## src/sv/tksel_pkg.sv

```systemverilog
// tksel_pkg: shared types and constants for the top-k score selector
`default_nettype none

package tksel_pkg;

    // list depth and fixed field widths
    localparam int TOP_COUNT  = 5;
    localparam int INDEX_BITS = 16;
    localparam int SCORE_BITS = 16;
    localparam int MAG_BITS   = SCORE_BITS - 1;
    localparam int RANK_BITS  = 3;

    // one input request
    typedef struct packed {
        logic signed [SCORE_BITS-1:0] score;
        logic                         last_score;
    } score_item_t;

    // one result request
    typedef struct packed {
        logic [RANK_BITS-1:0]  rank;
        logic [INDEX_BITS-1:0] top_class;
        logic [MAG_BITS-1:0]   top_score;
        logic                  rank_found;
        logic                  last_rank;
    } result_item_t;

    // one list entry; a zero score marks an empty slot
    typedef struct packed {
        logic [MAG_BITS-1:0]   score;
        logic [INDEX_BITS-1:0] cls;
    } entry_t;

    // broadcast to every cell of the chain
    typedef struct packed {
        logic                  en;
        logic                  clear;
        logic [MAG_BITS-1:0]   score;
        logic [INDEX_BITS-1:0] cls;
    } insert_t;

    localparam entry_t EMPTY_ENTRY = '{score: '0, cls: '1};

endpackage

`default_nettype wire

```

## src/sv/tksel_cell.sv

```systemverilog
// tksel_cell: one slot of the sorted list, shifts to its lower neighbor on insert
`default_nettype none

module tksel_cell (
    input  logic              clk,
    input  logic              rst_n,
    input  tksel_pkg::insert_t ins,
    input  logic              prev_take,
    input  tksel_pkg::entry_t prev_entry,
    output logic              take,
    output tksel_pkg::entry_t upd,
    output tksel_pkg::entry_t entry
);

    tksel_pkg::entry_t entry_reg;
    tksel_pkg::entry_t entry_next;

    // new score beats this slot; ties keep the earlier class here
    assign take = ins.en && (ins.score > entry_reg.score);

    // updated content: neighbor moves down, or the new score lands here
    always_comb
    begin
        upd = entry_reg;
        if (prev_take)
        begin
            upd = prev_entry;
        end
        else if (take)
        begin
            upd.score = ins.score;
            upd.cls   = ins.cls;
        end
    end

    // clear after the marked score has been taken in
    assign entry_next = ins.clear ? tksel_pkg::EMPTY_ENTRY : upd;

    always_ff @(posedge clk or negedge rst_n)
    begin
        if (!rst_n)
        begin
            entry_reg <= tksel_pkg::EMPTY_ENTRY;
        end
        else
        begin
            entry_reg <= entry_next;
        end
    end

    assign entry = entry_reg;

endmodule

`default_nettype wire

```

## src/sv/tksel_out_queue.sv

```systemverilog
// tksel_out_queue: snapshot of the list, drained one rank per request
`default_nettype none

module tksel_out_queue #(
    parameter int TOP_COUNT = tksel_pkg::TOP_COUNT
) (
    input  logic                     clk,
    input  logic                     rst_n,
    input  logic                     load,
    input  tksel_pkg::entry_t        snap [TOP_COUNT],
    output logic                     can_load,
    output logic                     result_valid,
    input  logic                     result_stall,
    output tksel_pkg::result_item_t  result_data
);

    localparam int CNT_W  = $clog2(TOP_COUNT + 1);
    localparam int RANK_W = (TOP_COUNT > 1) ? $clog2(TOP_COUNT) : 1;

    tksel_pkg::entry_t  q_reg [TOP_COUNT];
    logic [CNT_W-1:0]   cnt_reg;
    logic [CNT_W-1:0]   cnt_next;
    logic [RANK_W-1:0]  rank_reg;
    logic [RANK_W-1:0]  rank_next;
    logic               pop;
    logic               found;

    assign result_valid = (cnt_reg != '0);
    assign pop          = result_valid && !result_stall;
    assign can_load     = (cnt_reg == '0) || ((cnt_reg == CNT_W'(1)) && !result_stall);

    // count and rank bookkeeping
    always_comb
    begin
        cnt_next  = cnt_reg;
        rank_next = rank_reg;
        if (load)
        begin
            cnt_next  = CNT_W'(TOP_COUNT);
            rank_next = '0;
        end
        else if (pop)
        begin
            cnt_next  = cnt_reg - CNT_W'(1);
            rank_next = rank_reg + RANK_W'(1);
        end
    end

    always_ff @(posedge clk or negedge rst_n)
    begin
        if (!rst_n)
        begin
            cnt_reg  <= '0;
            rank_reg <= '0;
        end
        else
        begin
            cnt_reg  <= cnt_next;
            rank_reg <= rank_next;
        end
    end

    // snapshot load, else shift toward the head
    always_ff @(posedge clk)
    begin
        if (load)
        begin
            for (int k = 0; k < TOP_COUNT; k++)
            begin
                q_reg[k] <= snap[k];
            end
        end
        else if (pop)
        begin
            for (int k = 0; k < TOP_COUNT - 1; k++)
            begin
                q_reg[k] <= q_reg[k + 1];
            end
        end
    end

    // head entry drives the result
    assign found = (q_reg[0].score != '0);

    always_comb
    begin
        result_data.rank       = tksel_pkg::RANK_BITS'(rank_reg);
        result_data.top_class  = found ? q_reg[0].cls : '1;
        result_data.top_score  = found ? q_reg[0].score : '0;
        result_data.rank_found = found;
        result_data.last_rank  = (rank_reg == RANK_W'(TOP_COUNT - 1));
    end

endmodule

`default_nettype wire

```

## src/sv/top_k_score_select.sv

```systemverilog
// top_k_score_select: streaming top-k selector built as a chain of list cells
//
//   channel   fields                    valid          stall
//   score     score, last_score         score_valid    score_stall
//   result    rank, top_class, ...      result_valid   result_stall
//
// one score request is taken per cycle unless stalled; the cells compare it
// with every slot in parallel and shift the list in the same cycle.
// results start the cycle after the marked score, one rank per unstalled cycle.
// a marked score stalls until the cycle in which the previous set's final result is taken.
// reset empties the list, the position count and the queue.
`default_nettype none

module top_k_score_select #(
    parameter int TOP_COUNT = tksel_pkg::TOP_COUNT
) (
    input  logic                    clk,
    input  logic                    rst_n,
    input  logic                    score_valid,
    output logic                    score_stall,
    input  tksel_pkg::score_item_t  score_data,
    output logic                    result_valid,
    input  logic                    result_stall,
    output tksel_pkg::result_item_t result_data
);

    localparam int IB = tksel_pkg::INDEX_BITS;

    logic [IB:0]        pos_reg;
    logic [IB:0]        pos_next;
    logic               accept;
    logic               can_load;
    tksel_pkg::insert_t ins;
    logic               take [TOP_COUNT];
    tksel_pkg::entry_t  upd  [TOP_COUNT];
    tksel_pkg::entry_t  entry [TOP_COUNT];

    // marked score waits until the queue can take a snapshot
    assign score_stall = score_data.last_score && !can_load;
    assign accept      = score_valid && !score_stall;

    // request broadcast to the cells
    always_comb
    begin
        ins.en    = accept && !pos_reg[IB] && (score_data.score > 16'sd0);
        ins.clear = accept && score_data.last_score;
        ins.score = score_data.score[tksel_pkg::MAG_BITS-1:0];
        ins.cls   = pos_reg[IB-1:0];
    end

    // position count, saturating at the index range
    always_comb
    begin
        pos_next = pos_reg;
        if (ins.clear)
        begin
            pos_next = '0;
        end
        else if (accept && !pos_reg[IB])
        begin
            pos_next = pos_reg + (IB+1)'(1);
        end
    end

    always_ff @(posedge clk or negedge rst_n)
    begin
        if (!rst_n)
        begin
            pos_reg <= '0;
        end
        else
        begin
            pos_reg <= pos_next;
        end
    end

    // chain of list cells
    for (genvar k = 0; k < TOP_COUNT; k++)
    begin : g_cell
        if (k == 0)
        begin : g_head
            tksel_cell u_cell (
                .clk        (clk),
                .rst_n      (rst_n),
                .ins        (ins),
                .prev_take  (1'b0),
                .prev_entry (tksel_pkg::EMPTY_ENTRY),
                .take       (take[k]),
                .upd        (upd[k]),
                .entry      (entry[k])
            );
        end
        else
        begin : g_body
            tksel_cell u_cell (
                .clk        (clk),
                .rst_n      (rst_n),
                .ins        (ins),
                .prev_take  (take[k-1]),
                .prev_entry (entry[k-1]),
                .take       (take[k]),
                .upd        (upd[k]),
                .entry      (entry[k])
            );
        end
    end

    // result queue
    tksel_out_queue #(
        .TOP_COUNT (TOP_COUNT)
    ) u_queue (
        .clk          (clk),
        .rst_n        (rst_n),
        .load         (ins.clear),
        .snap         (upd),
        .can_load     (can_load),
        .result_valid (result_valid),
        .result_stall (result_stall),
        .result_data  (result_data)
    );

endmodule

`default_nettype wire

```

## config.mk

```make
export PLATFORM = sky130hd
export DESIGN_NAME = top_k_score_select
export DESIGN_NICKNAME = d
export VERILOG_FILES = /design/src/sv/tksel_pkg.sv /design/src/sv/tksel_cell.sv /design/src/sv/tksel_out_queue.sv /design/src/sv/top_k_score_select.sv
export SDC_FILE = /design/constraint.sdc
export NUM_CORES = 1
export LEC_CHECK = 0
export ABC_AREA = 1
export BUFFER_PORTS_ARGS = -buffer_cell sky130_fd_sc_hd__buf_4
export CELL_PAD_IN_SITES_DETAIL_PLACEMENT = 1
export CELL_PAD_IN_SITES_GLOBAL_PLACEMENT = 1
export CORE_MARGIN = 3
export CORE_UTILIZATION = 30
export DETAILED_ROUTE_END_ITERATION = 10
export HOLD_SLACK_MARGIN = 0.02
export PLACE_DENSITY_LB_ADDON = 0.08
export SYNTH_ARGS = -nofsm -noshare
export SYNTH_HDL_FRONTEND = slang
export SYNTH_SLANG_ARGS = --single-unit
```

## constraint.sdc

```tcl
create_clock -name clk -period 4.37 [get_ports clk]
set_input_delay 0.437 -clock clk [delete_from_list [all_inputs] [get_ports clk]]
set_output_delay 0.437 -clock clk [all_outputs]
set_load 0.02 [all_outputs]
```

==> flow_metrics.py <==
metrics = {
    "sta": {
        "finalHoldViolCount": 0,
        "tightest_slew_ps": 1040,
        "timing.final.crit_share_pct": 73.7,
        "slew_viol_final": 0,
        "period_minus_slack_ps": 3220,
        "setup_violations": 0,
        "tns_ps": 0,
        "fmax_mhz": 310,
        "rsz0062_at_grt": "no",
        "clock_skew_ps": 23.3,
        "max_slew_margin_pct": 30.5,
        "fin_ws_ps": 1150,
    },
    "pwr": {
        "p_sw_mw": 5.80,
        "powerDensity_nw_per_um2": 696,
        "pwr-share-clk_pct": 24.1,
        "p_int_mw": 8.90,
        "p_leak_nw": 10.2,
        "combPwrFrac_pct": 37.3,
        "p_seq_share_pct": 38.6,
        "p_sw_share_pct": 39.4,
        "max-vdd-ir-drop_v": 0.000228,
    },
    "grt": {
        "grt_pass1_vias": 16686,
        "grt_max_degree": 99,
        "grt_usage_pct": 20.2,
        "grt_overflow": 0,
        "antenna_found_initial": 0,
        "grt_pass1_wl_um": 101000,
    },
    "synthesis": {
        "yosys_warnings": 0,
        "synth_top_area_share_pct": 25.1,
        "synth_area_per_cell_um2": 8.09,
        "synth.largest_area_cell": "edfxtp_1",
        "yosys-top-cells-area": "edfxtp_1, nand2_1, dfrtp_1",
        "synth-seq-area-share_pct": 49.6,
        "netlist_area_um2": 18600,
        "ys_types": 35,
        "synth-seq-cells": 333,
        "synth_cells": 2296,
        "synth_fp_nets": 2398,
    },
    "hold_path": {
        "hold-path-cell-count": 4,
        "hp-class": "input pin to register",
        "min_from": "score_data[0]",
        "whs_endpoint": "u_queue.rank_reg[2]",
    },
    "cells_and_area": {
        "final_layout_size_suffix_gt1_share_pct": 12.3,
        "synthToLayoutAreaGrowth_pct": 13.7,
        "nFillCells": 7199,
        "nNetsFinal": 2384,
        "final_cell_area_um2": 21100,
        "diodes": 0,
        "largest_reg_flops": 155,
    },
    "setup_path": {
        "r2r_slack_ps": 1150,
        "slowest_stage": "buf_4",
        "cp_max_fo": 57,
        "worstSetupStartpointType": "register",
        "rr_worst_depth": 12,
        "worstReg2RegStart": "u_queue.cnt_reg[0]",
        "cp_data_required_time_ps": 4800,
        "worstPathArrival_ps": 3650,
        "critical_path_class": "register to register",
        "slowest_delay_ps": 720,
        "r2r-end": "u_queue.q_reg[0][90]",
        "endpoint_kind": "register",
        "cp_cell_sequence": "inv_1 -> ha_1 -> a21oi_1 -> nand2_2 -> nand2_1 -> inv_1 -> nand2_4 -> nand2_4 -> buf_4 -> buf_4 -> nand3_1 -> nand2_1",
    },
    "floorplanning": {
        "dieArea_um2": 64900,
        "ioPinCount": 59,
        "rows": 90,
        "die_y_um": 255,
        "start_util_pct": 30.5,
        "die_w_um": 255,
        "design.core.area_um2": 60800,
    },
    "cts": {
        "cts_tree": "yes",
        "htree_levels": 2,
        "cts_buffers": 42,
        "root_buffer": "clkbuf_16",
        "cts-resized-gates": 0,
        "cts_sinks": 333,
        "clk-insertion-delay-late_ps": 590,
        "clockBufferDepth": 3,
        "clk_pin_slew_ps": 60,
    },
    "routing": {
        "vias": 15675,
        "wl_per_cell_um": 20.8,
        "firstDrtPassIters": 4,
        "drcViolationCount": 0,
        "routed_via_density": 5.06,
        "drtIter0Drc": 864,
        "wl_um": 64400,
        "drtAntennaViolNets": 0,
    },
    "run_status": {
        "status": "completed",
    },
    "job": {
        "maxCapViolations": 0,
    },
    "place": {
        "gp_congestion": 0.753,
        "dp_hpwl_um": 40900,
        "port_buffers": 58,
        "placed_area_um2": 19700,
        "post-place-ws_ps": 981,
    },
}
==> Yosys cell counts, drive strengths merged <==
cell type  number
edfxtp        155
buf            52
and2            1
or2            52
and3            1
a21oi          42
nand4         178
dfrtp          98
xnor2           1
nand3         238
clkbuf        106
xor2            1
nand3b          5
o22ai           1
ha             81
nor4            4
o21ai          66
o211ai         16
a21o            2
nor3            8
inv           236
nand2         761
dfstp          80
nor2          111
==> cells by family (layout without fill, tap and decap cells) <==
group | count (synthesis) | in the layout | share of synthesized area [%]
simple gates | 1359 | 1359 | 32.7
fa+ha+maj | 81 | 81 | 5.46
xor+xnor | 2 | 2 | 0.0943
compound gates | 127 | 127 | 3.67
flops | 333 | 333 | 49.6
buf+inv | 394 | 414 | 8.51
==> layout make-up <==
class	count	area [µm²]	area share [%]
clock buffer	56	1180	5.61
tap	782	978	4.63
inverter	236	891	4.22
sequential	333	9210	43.6
multi-input combinational	1569	7820	37.0
clock inverter	22	200	0.948
timing repair buffer	100	835	3.95
==> routing by layer <==
metal	up-vias	wire length (µm)	global-route usage, %
li1	7562	-	-
met3	57	2360	2.50
met5	-	0	0
met2	248	28800	32.0
met4	0	897	3.86
met1	7808	32300	29.7
==> cell usage in the layout (no fill, tap or decap), types with 2 or more instances in the layout <==
| cell | instances |
|---|---|
| o21ai_0 | 48 |
| a21o_1 | 2 |
| clkbuf_16 | 43 |
| nand2_1 | 754 |
| clkbuf_8 | 7 |
| dfrtp_1 | 98 |
| clkinv_8 | 2 |
| nand4_1 | 178 |
| bufinv_16 | 3 |
| nand2_2 | 4 |
| nor3_1 | 8 |
| clkbuf_1 | 7 |
| nand3_2 | 2 |
| inv_1 | 233 |
| dfstp_2 | 80 |
| nor4_1 | 4 |
| inv_4 | 2 |
| nand2_4 | 3 |
| or2_1 | 26 |
| ha_1 | 81 |
| nand3_1 | 233 |
| clkinv_1 | 8 |
| o211ai_1 | 16 |
| edfxtp_1 | 155 |
| o21ai_1 | 18 |
| nand3b_1 | 5 |
| nand3_4 | 3 |
| or2_2 | 26 |
| a21oi_1 | 42 |
| buf_4 | 92 |
| nor2_1 | 110 |
| clkinv_2 | 8 |
| buf_12 | 6 |
==> metrics by stage <==
stage          power (mW)  std cells  hold slack (ps)  utilization (%)
5_1_grt              15.9       3098              186             34.7
3_3_place_gp         11.1       3019              502             32.4
3_5_place_dp         11.3       3019              508             32.4
6_report             14.7       3098              189             34.7
4_1_cts              14.9       3098              152             34.7
2_1_floorplan        9.29       2296              141                -
==> worst max path at each step <==
| stage | start | endpoint | slack [ps] | depth (start not counted) |
|---|---|---|---|---|
| 2_1_floorplan | u_queue.cnt_reg[0] | u_queue.q_reg[0][0] | 30 | 9 |
| 3_3_place_gp | score_data[15] | u_queue.q_reg[0][110] | 1040 | 13 |
| 3_5_place_dp | score_data[15] | u_queue.q_reg[0][119] | 980 | 13 |
| 4_1_cts | u_queue.q_reg[0][24] | result_data[27] | 940 | 4 |
| 5_1_grt | u_queue.q_reg[0][24] | result_data[27] | 910 | 4 |
| 6_report | u_queue.cnt_reg[0] | u_queue.q_reg[0][90] | 1150 | 12 |
==> critical path: cells and delay by family, from the launching register on <==
family / cells / cell delay (ps)
AOI/OAI and AO/OA: 1 / 90
adders and majority gates: 1 / 180
buffers and inverters: 4 / 1440
DFF: 1 / 390
and+or+nand+nor: 6 / 890
==> power by group through the flow <==
stage / clock network (mW) / registers, mW / logic, mW
2_1_floorplan: 0 / 5.51 / 3.78
3_3_place_gp: 0 / 5.69 / 5.42
3_5_place_dp: 0 / 5.73 / 5.55
5_1_grt: 3.77 / 5.81 / 6.36
6_report: 3.54 / 5.67 / 5.49
4_1_cts: 3.66 / 5.68 / 5.59
==> what timing repair did <==
action                    CTS  global route
hold buffers                1             0
buffers inserted            0             0
hold endpoints to repair   59             0
(Power assumes the default switching activity.)
